--- src/hdl/spq_pkg.sv ---
// shared types and constants for the sorted array priority queue
`default_nettype none
package spq_pkg;

  // stored word width and reported count width
  localparam int WORD_W = 32;
  localparam int COUNT_OUT_W = 4;
  localparam int DEPTH_DEF = 8;

  // action codes
  localparam logic ACT_INSERT = 1'b0;
  localparam logic ACT_REMOVE = 1'b1;

  // result status codes
  typedef enum logic [1:0] {
    ST_OK    = 2'd0,
    ST_FULL  = 2'd1,
    ST_EMPTY = 2'd2
  } status_t;

  // command broadcast to every cell of the chain
  typedef struct packed {
    logic                     ins;
    logic                     rem;
    logic signed [WORD_W-1:0] value;
  } spq_cmd_t;

endpackage
`default_nettype wire

--- src/hdl/spq_cell.sv ---
// one cell of the sorted chain: holds one word, compares and shifts with its neighbors
`default_nettype none
module spq_cell
  import spq_pkg::*;
(
  input  wire logic                     clk,
  input  wire spq_cmd_t                 cmd,
  input  wire logic                     occupied,
  input  wire logic                     prev_lt,
  input  wire logic signed [WORD_W-1:0] prev_value,
  input  wire logic signed [WORD_W-1:0] next_value,
  output logic                          lt,
  output logic signed [WORD_W-1:0]      value,
  output logic signed [WORD_W-1:0]      value_next
);

  // this entry stays in place on insert when it is smaller than the new word
  assign lt = occupied && (value < cmd.value);

  // choose the word held after this step
  always_comb begin
    value_next = value;
    if (cmd.ins) begin
      if (lt) begin
        value_next = value;
      end else if (prev_lt) begin
        value_next = cmd.value;
      end else begin
        value_next = prev_value;
      end
    end else if (cmd.rem) begin
      value_next = next_value;
    end
  end

  // word storage
  always_ff @(posedge clk) begin
    value <= value_next;
  end

endmodule
`default_nettype wire

--- src/hdl/sorted_array_priority_queue.sv ---
// top level of the sorted array priority queue: cell chain, count and result register
`default_nettype none
// Minimum priority queue of up to DEPTH signed 32-bit words, kept sorted in a chain
// of compare-and-shift cells with the smallest word in the first cell. Every accepted
// word (insert or remove) yields one result word: the removed value, a status (ok,
// insert dropped because full, remove on empty), the count, empty and full flags and
// the smallest stored value after the step. All cells compare against the incoming value
// in parallel and shift by one place, so a new item is accepted in every cycle while the
// result register is free or being read. The result is registered and appears in the
// cycle after its item is accepted. The entry_count field is 4 bits wide and wraps for
// counts above 15.
module sorted_array_priority_queue
  import spq_pkg::*;
#(
  parameter int DEPTH = DEPTH_DEF
) (
  input  wire logic                          clk,
  input  wire logic                          rst,
  input  wire logic                          in_valid,
  output logic                               in_ready,
  input  wire logic                          action,
  input  wire logic signed [WORD_W-1:0]      value,
  output logic                               out_valid,
  input  wire logic                          out_ready,
  output logic signed [WORD_W-1:0]           removed_value,
  output logic [1:0]                         status,
  output logic [COUNT_OUT_W-1:0]             entry_count,
  output logic                               is_empty,
  output logic                               is_full,
  output logic signed [WORD_W-1:0]           min_value
);

  localparam int CW = $clog2(DEPTH + 1);

  logic [CW-1:0]    count;
  logic [CW-1:0]    count_next;
  logic             accept;
  logic             empty_now;
  logic             full_now;
  spq_cmd_t         cmd;
  status_t          status_next;
  logic [DEPTH-1:0] occ;
  logic [DEPTH-1:0] cell_lt;

  logic signed [WORD_W-1:0] cell_value [DEPTH];
  logic signed [WORD_W-1:0] cell_value_next [DEPTH];

  // handshake: take a word whenever the result register is free or drains now
  assign in_ready = !out_valid || out_ready;
  assign accept = in_valid && in_ready;

  assign empty_now = (count == '0);
  assign full_now = (count == CW'(DEPTH));

  // command to the chain, gated so that a dropped insert or empty remove changes nothing
  always_comb begin
    cmd.ins = accept && (action == ACT_INSERT) && !full_now;
    cmd.rem = accept && (action == ACT_REMOVE) && !empty_now;
    cmd.value = value;
  end

  // occupancy of each cell from the count
  always_comb begin
    for (int i = 0; i < DEPTH; i++) begin
      occ[i] = (count > CW'(i));
    end
  end

  // cell chain
  for (genvar g = 0; g < DEPTH; g++) begin : g_cell
    logic                     p_lt;
    logic signed [WORD_W-1:0] p_value;
    logic signed [WORD_W-1:0] n_value;

    if (g == 0) begin : g_head
      assign p_lt = 1'b1;
      assign p_value = '0;
    end else begin : g_mid
      assign p_lt = cell_lt[g-1];
      assign p_value = cell_value[g-1];
    end

    if (g == DEPTH - 1) begin : g_tail
      assign n_value = '0;
    end else begin : g_body
      assign n_value = cell_value[g+1];
    end

    spq_cell u_cell (
      .clk        (clk),
      .cmd        (cmd),
      .occupied   (occ[g]),
      .prev_lt    (p_lt),
      .prev_value (p_value),
      .next_value (n_value),
      .lt         (cell_lt[g]),
      .value      (cell_value[g]),
      .value_next (cell_value_next[g])
    );
  end

  // count update and status
  always_comb begin
    count_next = count;
    status_next = ST_OK;
    if (cmd.ins) begin
      count_next = count + CW'(1);
    end else if (cmd.rem) begin
      count_next = count - CW'(1);
    end
    if (accept && (action == ACT_INSERT) && full_now) begin
      status_next = ST_FULL;
    end else if (accept && (action == ACT_REMOVE) && empty_now) begin
      status_next = ST_EMPTY;
    end
  end

  // count register
  always_ff @(posedge clk) begin
    if (rst) begin
      count <= '0;
    end else begin
      count <= count_next;
    end
  end

  // result valid
  always_ff @(posedge clk) begin
    if (rst) begin
      out_valid <= 1'b0;
    end else if (accept) begin
      out_valid <= 1'b1;
    end else if (out_ready) begin
      out_valid <= 1'b0;
    end
  end

  // result word
  always_ff @(posedge clk) begin
    if (accept) begin
      removed_value <= cmd.rem ? cell_value[0] : '0;
      status <= status_next;
      entry_count <= COUNT_OUT_W'(count_next);
      is_empty <= (count_next == '0);
      is_full <= (count_next == CW'(DEPTH));
      min_value <= (count_next != '0) ? cell_value_next[0] : '0;
    end
  end

endmodule
`default_nettype wire

--- config.mk ---
export PLATFORM = sky130hd
export DESIGN_NAME = sorted_array_priority_queue
export DESIGN_NICKNAME = d
export VERILOG_FILES = /design/src/hdl/spq_pkg.sv /design/src/hdl/spq_cell.sv /design/src/hdl/sorted_array_priority_queue.sv
export SDC_FILE = /design/constraint.sdc
export NUM_CORES = 1
export LEC_CHECK = 0
export ABC_AREA = 1
export BUFFER_PORTS_ARGS = -buffer_cell sky130_fd_sc_hd__buf_4
export CAP_MARGIN = 0
export CORE_AREA = 2 2 243 245
export CTS_BUF_LIST = sky130_fd_sc_hd__clkbuf_8
export CTS_CLUSTER_DIAMETER = 150
export DETAILED_ROUTE_END_ITERATION = 16
export DIE_AREA = 0 0 245 247
export REMOVE_ABC_BUFFERS = 1
export SYNTH_ARGS = -nofsm -noshare
export SYNTH_HDL_FRONTEND = slang
export SYNTH_SLANG_ARGS = --single-unit
--- constraint.sdc ---
create_clock -name clk -period 12.2 [get_ports clk]
set_clock_uncertainty 0.2 [all_clocks]
set_input_delay 0 -clock clk [delete_from_list [all_inputs] [get_ports clk]]
set_output_delay 0 -clock clk [all_outputs]
set_load 0.01 [all_outputs]
==> Yosys cells after proc, flatten, opt, wreduce, memory -nomap -nowiden <==
Cells that the tools add are included.
{ "word_totals": {"regBits": 333, "inputBits": 37, "output_inout_bits": 74, "wordCells": 111} }
{ "op_classes": {"n_addsub": 2, "magnitude_cmp": 16, "n_eq_ne": 9, "mux": 36, "bitwise": 1, "reduce_logical": 31} }
{ "op_table": {"columns": ["cell", "n"], "rows": [
  ["32-bit two-way mux", 31],
  ["32-bit less-than comparator", 8],
  ["4-bit by 3-bit greater-than comparator with 1-bit output (second input constant)", 4],
  ["1-bit logical AND", 15],
  ["2-bit inequality test (second input constant)", 7],
  ["2-bit AND reduction", 7],
  ["4-bit == test (second input constant)", 2],
  ["4-bit by 1-bit greater-than comparator with 1-bit output (second input constant)", 2],
  ["4-bit by 2-bit greater-than comparator with 1-bit output (second input constant)", 2],
  ["4-bit logical NOT", 2],
  ["4-bit two-way mux", 2],
  ["4-bit by 1-bit adder with 4-bit output (second input constant)", 1],
  ["2-bit nonzero test", 2],
  ["4-bit nonzero test", 1],
  ["4-bit by 1-bit subtractor with 4-bit output (second input constant)", 1],
  ["1-bit logical NOT", 3],
  ["1-bit two-way mux", 2],
  ["2-bit two-way mux", 1],
  ["1-bit logical OR", 1],
  ["1-bit NOT", 1]
]} }

==> Depth between registers and ports, before layout <==
Gate-level depths: netlist of run 1.
{ "logic_depth": {"depth_word": 8, "depth_mapped": 19, "depth_no_buf": 17} }

==> By module <==
From an unflattened synthesis of run 1, not the netlist that was laid out.
{ "hier_totals": {"cells_unflattened": 4186, "hier_area_um2": 27191.1} }
{ "modules_own_cells": {"columns": ["mod", "n_inst", "cells_per_inst", "area_each_um2", "seq_area_each_um2"], "rows": [
  ["spq_cell at g_cell[0].u_cell ...", 7, 487, 2966.6, 640.6],
  ["sorted_array_priority_queue", 1, 289, 3460.8, 2262.2],
  ["spq_cell at g_cell[1].u_cell", 1, 488, 2964.1, 640.6]
]} }

==> Worst setup path after synthesis of run 1 <==
No wires, ideal clock.
{ "synth_path": {"path_kind": "reg-to-reg", "from": "register out_valid", "to": "register g_cell[6].u_cell.value[0], enable pin", "setup_time_ns": 0.466, "t_arrival_ns": 4.518, "required_time_ns": 11.534, "path_slack_ns": 7.017, "path_stages_with_launch": 10, "path_buffers": 2, "synth_period_minus_slack_ns": 5.183, "cell_sequence": "dfxtp_1 -> nand2_1 -> nand2_1 -> inv_2 -> nand2_2 -> nor2_4 -> inv_2 -> buf_4 -> clkbuf_1 -> o21ai_0"} }
{ "synth_via": {"elab_chain_cells": 7, "elab_cells_between_ends": 10, "cone_classes": "eq/ne (1); reduce/logical (9)"} }
{ "synth_lines": {"columns": ["item", "line_no", "source"], "rows": [
  ["start: declaration", "sorted_array_priority_queue.sv:23", "output logic out_valid,"],
  ["start signal: assignment", "sorted_array_priority_queue.sv:130", "out_valid <= 1'b0;"],
  ["start signal: assignment", "sorted_array_priority_queue.sv:132", "out_valid <= 1'b1;"],
  ["start signal: assignment", "sorted_array_priority_queue.sv:134", "out_valid <= 1'b0;"],
  ["1-bit logical NOT (*)", "sorted_array_priority_queue.sv:49", "assign in_ready = !out_valid || out_ready;"],
  ["1-bit logical OR (*)", "sorted_array_priority_queue.sv:49", null],
  ["via in_ready", "sorted_array_priority_queue.sv:20", "output logic in_ready,"],
  ["1-bit logical AND (*)", "sorted_array_priority_queue.sv:50", "assign accept = in_valid && in_ready;"],
  ["via accept", "sorted_array_priority_queue.sv:37", "logic accept;"],
  ["1-bit logical AND, on equally long branches (2 in series)", "sorted_array_priority_queue.sv:57, sorted_array_priority_queue.sv:58", null],
  ["2-bit inequality test (no source line) / 2-bit nonzero test (equally long branches)", null, null],
  ["2-bit AND reduction (no source line) (*)", null, null],
  ["end signal: assignment", "spq_cell.sv:38", "value <= value_next;"],
  ["end: declaration", "spq_cell.sv:13", "output logic signed [WORD_W-1:0] value,"]
]} }
Mark *: on every way through the listed nets, which the timed path passes. The rest lies on a longest branch.
A chain may end at the register's enable or synchronous reset.

==> Final worst setup path of run 1 <==
{ "layout_path": {"from": "input out_ready", "to": "register min_value[24] (data pin)"} }
{ "layout_via": {"elab_chain_cells": 7, "elab_cells_between_ends": 11, "cone_classes": "mux (4); reduce/logical (7)"} }
{ "layout_lines": {"columns": ["item", "line_no", "source"], "rows": [
  ["start: declaration", "sorted_array_priority_queue.sv:24", "input wire logic out_ready,"],
  ["1-bit logical OR (*)", "sorted_array_priority_queue.sv:49", null],
  ["1-bit logical AND (*)", "sorted_array_priority_queue.sv:50", null],
  ["1-bit logical AND (2 in series)", "sorted_array_priority_queue.sv:58", "cmd.rem = accept && (action == ACT_REMOVE) && !empty_now;"],
  ["4-bit two-way mux", "sorted_array_priority_queue.sv:108", "end else if (cmd.rem) begin"],
  ["4-bit two-way mux", "sorted_array_priority_queue.sv:106", "if (cmd.ins) begin"],
  ["4-bit nonzero test", "sorted_array_priority_queue.sv:146", "min_value <= (count_next != '0) ? cell_value_next[0] : '0;"],
  ["end signal: assignment", "sorted_array_priority_queue.sv:146", null],
  ["end: declaration", "sorted_array_priority_queue.sv:30", "output logic signed [WORD_W-1:0] min_value"]
]} }
Every way passes the cells marked *; elsewhere a longest branch is shown, timed or not.

==> results of run 1 <==
## layer usage
metal | up-vias | part of all wire | track usage
met5 | - | 0 | 0
met4 | 0 | 0.031 | 0.0780
met3 | 128 | 0.072 | 0.0400
li1 | 10118 | - | -
met2 | 780 | 0.44 | 0.360
met1 | 9633 | 0.45 | 0.307
## cell usage after synthesis (32+ instances only)
master / n / share of area
o21ai_0: 90 / 0.020
nand4_1: 215 / 0.059
ha_1: 252 / 0.14
dfxtp_1: 37 / 0.032
edfxtp_1: 296 / 0.39
clkbuf_1: 90 / 0.015
nand3_1: 213 / 0.047
nand2_1: 860 / 0.14
clkinv_1: 32 / 0.0053
a21oi_1: 214 / 0.047
buf_2: 39 / 0.0085
nor2_1: 153 / 0.025
inv_1: 239 / 0.039
## logic make-up after synthesis
| logic type | Yosys count | share of synthesized area |
|---|---|---|
| AND/OR/NAND/NOR | 1482 | 0.284 |
| AO/OA/AOI/OAI | 353 | 0.0806 |
| buffers and inverters | 434 | 0.0748 |
| adder cells (fa/ha/maj) | 252 | 0.138 |
| flip-flops | 333 | 0.421 |
| XOR/XNOR | 3 | 0.00148 |
## worst paths after layout
| kind | endpoint | slack (ns) | cells past startpoint |
|---|---|---|---|
| worst max-delay path | min_value[24]$_SDFFCE_PP0P_ | 7.62 | 16 |
| worst min-delay path | g_cell[1].u_cell.value[0]$_DFFE_PP_ | 0.04 | 4 |
| worst max register to register | g_cell[1].u_cell.value[23]$_DFFE_PP_ | 7.71 | 12 |
| worst min register to register | g_cell[6].u_cell.value[0]$_DFFE_PP_ | 0.36 | 2 |
## tightest hold or removal path, cell delays in order
cell and delay, ns:
dlygate4sd3_1 0.54, buf_4 0.13, o21ai_0 0.08, nand2_1 0.06
## power groups by stage
stage,logic (mW),clock network [mW],registers [mW]
after floorplan,1.13,0,1.73
after global placement,1.66,0,1.75
after detailed placement,1.70,0,1.76
after CTS,1.73,1.23,1.74
after global routing,1.96,1.27,1.76
final,1.74,1.21,1.74
## registers in the layout, indices dropped and copies added (netlist names)
name	flops
is_empty	1
removed_value	32
g_cell.u_cell.value	256
count	4
is_full	1
min_value	32
entry_count	4
status	2
out_valid	1
## cell type report
type | instances | area, um2
Fill cell | 5708 | 31800
Antenna cell | 1 | 2.50
Tap cell | 773 | 967
Clock inverter | 37 | 354
Sequential cell | 333 | 9630
Multi-Input combinational cell | 2090 | 11600
Inverter | 280 | 1060
Timing Repair Buffer | 227 | 1870
Clock buffer | 73 | 1000
## what timing repair did
action,4_1_cts,5_1_grt
endpoints found under the setup margin,0,0
hold endpoints to repair,282,0
setup buffers,0,0
hold buffers,67,0
==> impl_metrics.ini, run 1 <==
[outcome]
status = completed

[routing]
wire_per_inst_um = 18.0
vias = 20659
drt_iter0_drc = 1445
drt_drc_violations_left = 0
ant_nets = 0
firstDrtPassIters = 6
routed_wl_um = 68500
via_per_inst = 5.42

[critical_path]
critPathLaunchType = input port
crit_type = in2reg
reg2reg_from = count[0]$_SDFF_PP0_
critPathMaxFanout = 40
startpoint = out_ready
critPathMaxStageDelay_ns = 0.82
required_ns = 12.38
path_buf_inv = 7
cp_slowest_cell = nor2_4
cp_cell_sequence = dlygate4sd3_1 > buf_4 > dlygate4sd3_1 > inv_2 > nand2_1 > nand2_1 > nor2_1 > dlygate4sd3_1 > inv_1 > nor2_4 > inv_2 > nand2_1 > xor2_2 > nand3_1 > nor2_4 > a21oi_1
cp-end-kind = register
critPathTopFamily = buffers and inverters
crit_arrival_ns = 4.76

[pwr]
power.internal_mw = 2.82
p_comb_frac = 0.371
seqPwrFrac = 0.371
sw_frac_of_total = 0.397
clkPwrFrac = 0.258
vdd_ir_drop_max_uv = 134
totalPowerFinal_mw = 4.68
p_sw_mw = 1.86
power.leakage_nw = 12.2
power_density_nw_per_um2 = 177

[grt]
track_usage = 0.226
grt_pass1_vias = 20357
grt_pass1_wl_um = 110000
grt_overflow = 0
antenna_found_initial = 1
grt_max_degree = 110

[die]
core_um2 = 58200
initial_core_util = 0.393
boundaryPins = 111
die_width_um = 245
die_h_um = 247
num_rows = 89
dieArea_um2 = 60500

[final_layout]
post-route-util = 0.454
layout.cells.non_filler = 3814
layout_commonest_cell = nand2_1
final_area_um2 = 26500
layout.nets = 3279
syn_to_final_growth_pct = 15.7
final_cell_mix = nand2_1 (859), edfxtp_1 (296), ha_1 (252), inv_1 (242), nand4_1 (215)
layout-drive-gt1-share = 0.0954

[yosys]
yosysWarnings = 0
synthArstFlopShare = 0
synth_top_flop_cell = edfxtp_1
syn_avg_cell_area_um2 = 8.01
yosysUniqueCellTypes = 38
ys_ff_latch = 333
synthesis.area_um2 = 22900
yosysSeqAreaShare = 0.421
netlist_instances = 2857
synth_edf_count = 296

[timing]
maxSlewViolCount = 0
tns_ns = 0
rsz0062_at_grt = no
whs_ns = 0.0427
finalSetupViolCount = 0
slew_headroom = 0.276
setup_slack_ns = 7.62
tightest_slew_ns = 1.09
hold_viol_final = 0
clock.fmax_mhz = 218
period_needed_ns = 4.58
final.period_utilization = 0.375

[placed_design]
dp.cells = 3636
gp_congestion = 0.912
pre_cts_ws_ns = 7.58
placed_cell_area_um2 = 24400
hpwl_um = 47400
portBuffers = 110

[clocking]
clk_pin_slew_ns = 0.07
insertion_delay_ns = 0.69
cts_buffer_depth = 3
cts-buffers-inserted = 58
cts_tree = built
htree_levels = 2
root_buffer = clkbuf_8
clock_sinks = 333
cts-resized-gates = 0

[job]
maxCapViolCount = 0

[min_path]
min_from = value[0]
min_path_type = in2reg
Power figures use the tool's default switching activity.
==> inputs of run 2 (changes only) <==
==> constraint.sdc (replaced) <==
create_clock -name clk -period 4.4 [get_ports clk]
set_clock_uncertainty 0.2 [all_clocks]
set_input_delay 0 -clock clk [delete_from_list [all_inputs] [get_ports clk]]
set_output_delay 0 -clock clk [all_outputs]
set_load 0.01 [all_outputs]
==> run 2 against run 1 <==
Total power increased to 2.6 times the previous value. Cell count up 0.31%. Non-clock buffer count is 16 higher. Flip-flop and latch count unchanged. First-iteration DRC count up 12%. Global-route usage shrank 0.41 points.
==> impl_metrics.ini, run 2 (synthesis gave the netlist of run 1 again) <==
[pwr]
power.leakage_nw = 12.2
vdd_ir_drop_max_uv = 467
power_density_nw_per_um2 = 469

[timing]
period_needed_ns = 3.68
tightest_slew_ns = 1.02
tns_ns = 0
slew_headroom = 0.317
maxSlewViolCount = 0
finalSetupViolCount = 0
hold_viol_final = 0
setup_slack_ns = 0.723
rsz0062_at_grt = no
clock.fmax_mhz = 272
final.period_utilization = 0.836

[clocking]
cts_hold_buf = 54
root_buffer = clkbuf_8
clk_pin_slew_ns = 0.06
postCtsSetupBuffers = 0
cts_tree = built
insertion_delay_ns = 0.66
cts-resized-gates = 0
cts-buffers-inserted = 57
htree_levels = 2
cts_buffer_depth = 3
clock_sinks = 333

[final_layout]
final_cell_mix = nand2_1 (860), edfxtp_1 (296), inv_1 (264), ha_1 (252), nand4_1 (215)
layout_commonest_cell = nand2_1
largest_register_ffs = 256
layout.nets = 3294
reg_top3 = g_cell.u_cell.value: 256 flops, min_value: 32 flops, removed_value: 32 flops
top_register = g_cell.u_cell.value
syn_to_final_growth_pct = 15.0
layout-drive-gt1-share = 0.0963

[die]
dieArea_um2 = 60500
num_rows = 89
die_h_um = 247
boundaryPins = 111
initial_core_util = 0.393
die_width_um = 245
core_um2 = 58200

[routing]
top_layer_used = met4
via_per_inst = 5.37
wl_met1_um = 30800
wl_met2_um = 30200
drt_iter0_drc = 1622
ant_nets = 0
drt_drc_violations_left = 0
firstDrtPassIters = 7
wl_met3_um = 4540
vias = 20556
wire_per_inst_um = 17.6
routed_wl_um = 67200

[grt]
grt_max_degree = 198
grt_pass1_wl_um = 108000
track_usage = 0.221
grt_overflow = 0
grt_pass1_vias = 19983
antenna_found_initial = 1

[critical_path]
crit_type = reg2reg
cp-end-kind = register
required_ns = 4.56
crit_arrival_ns = 3.84
critPathLaunchType = register
critPathMaxFanout = 39

[placed_design]
pre_cts_ws_ns = 0.761
hpwl_um = 48400
gp_congestion = 0.865
portBuffers = 110

[outcome]
status = completed

[min_path]
min_path_type = in2reg

[job]
maxCapViolCount = 0
## run 2: cell count changes in the layout (fill, tap and decap cells not counted), sizes merged
| cell | previous run | this run |
|---|---|---|
| buf | 160 | 189 |
| inv | 251 | 273 |
| dlygate4sd3 | 67 | 54 |
| clkinv | 56 | 46 |
| clkbuf | 73 | 64 |
| bufinv | 7 | 0 |
## run 2: final timing paths
check / slack, ns / depth (start not counted) / startpoint / end
min: 0.06 / 4 / value[19] / g_cell[1].u_cell.value[19]$_DFFE_PP_
min reg2reg: 0.35 / 2 / g_cell[7].u_cell.value[14]$_SDFFCE_PN0P_ / g_cell[6].u_cell.value[14]$_DFFE_PP_
max: 0.72 / 14 / count[0]$_SDFF_PP0_ / min_value[5]$_SDFFCE_PP0P_
max reg2reg: 0.72 / 14 / count[0]$_SDFF_PP0_ / min_value[5]$_SDFFCE_PP0P_
## run 2: power breakdown
group | internal, mW | leakage [nW] | switching (mW)
combinational | 1.63 | 8.45 | 3.23
clock | 1.33 | 0.634 | 1.34
sequential | 4.35 | 3.16 | 0.460
total | 7.31 | 12.2 | 5.03
## run 2: area by class of cell
type | instances | area, um2
Fill cell | 5720 | 31900
Multi-Input combinational cell | 2090 | 11600
Sequential cell | 333 | 9630
Timing Repair Buffer | 243 | 2010
Inverter | 280 | 1060
Tap cell | 773 | 967
Clock buffer | 64 | 881
Clock inverter | 42 | 179
Antenna cell | 1 | 2.50
## run 2: routing by layer
layer / vias up / track usage
met1: 9588 / 0.311
met3: 108 / 0.0318
met5: - / 0
met4: 0 / 0.0651
met2: 712 / 0.354
li1: 10148 / -
## run 2: per-stage QoR
step	power (mW)	instances	cell area, um2	utilization	hold slack (ns)
4_1_cts	12.4	3825	26300	0.452	0.000729
5_1_grt	13.2	3826	26300	0.452	0.0408
3_5_place_dp	9.63	3665	24700	0.424	0.0107
6_report	12.3	3826	26300	0.452	0.0576
3_3_place_gp	9.49	3665	24700	0.424	0.00881
2_1_floorplan	7.90	2703	22200	-	-0.131
## run 2: critical path, stage by stage, from the launching register on
cell     delay (ns)
dfxtp_1        0.33
inv_1          0.21
ha_1           0.33
inv_1          0.14
nor2_2         0.21
nor2_4         0.06
inv_2          0.05
buf_4          0.51
o21ai_1        0.10
o21ai_1        0.11
xor2_1         0.41
inv_2          0.10
nor2_4         0.09
buf_4          0.39
a21oi_1        0.13
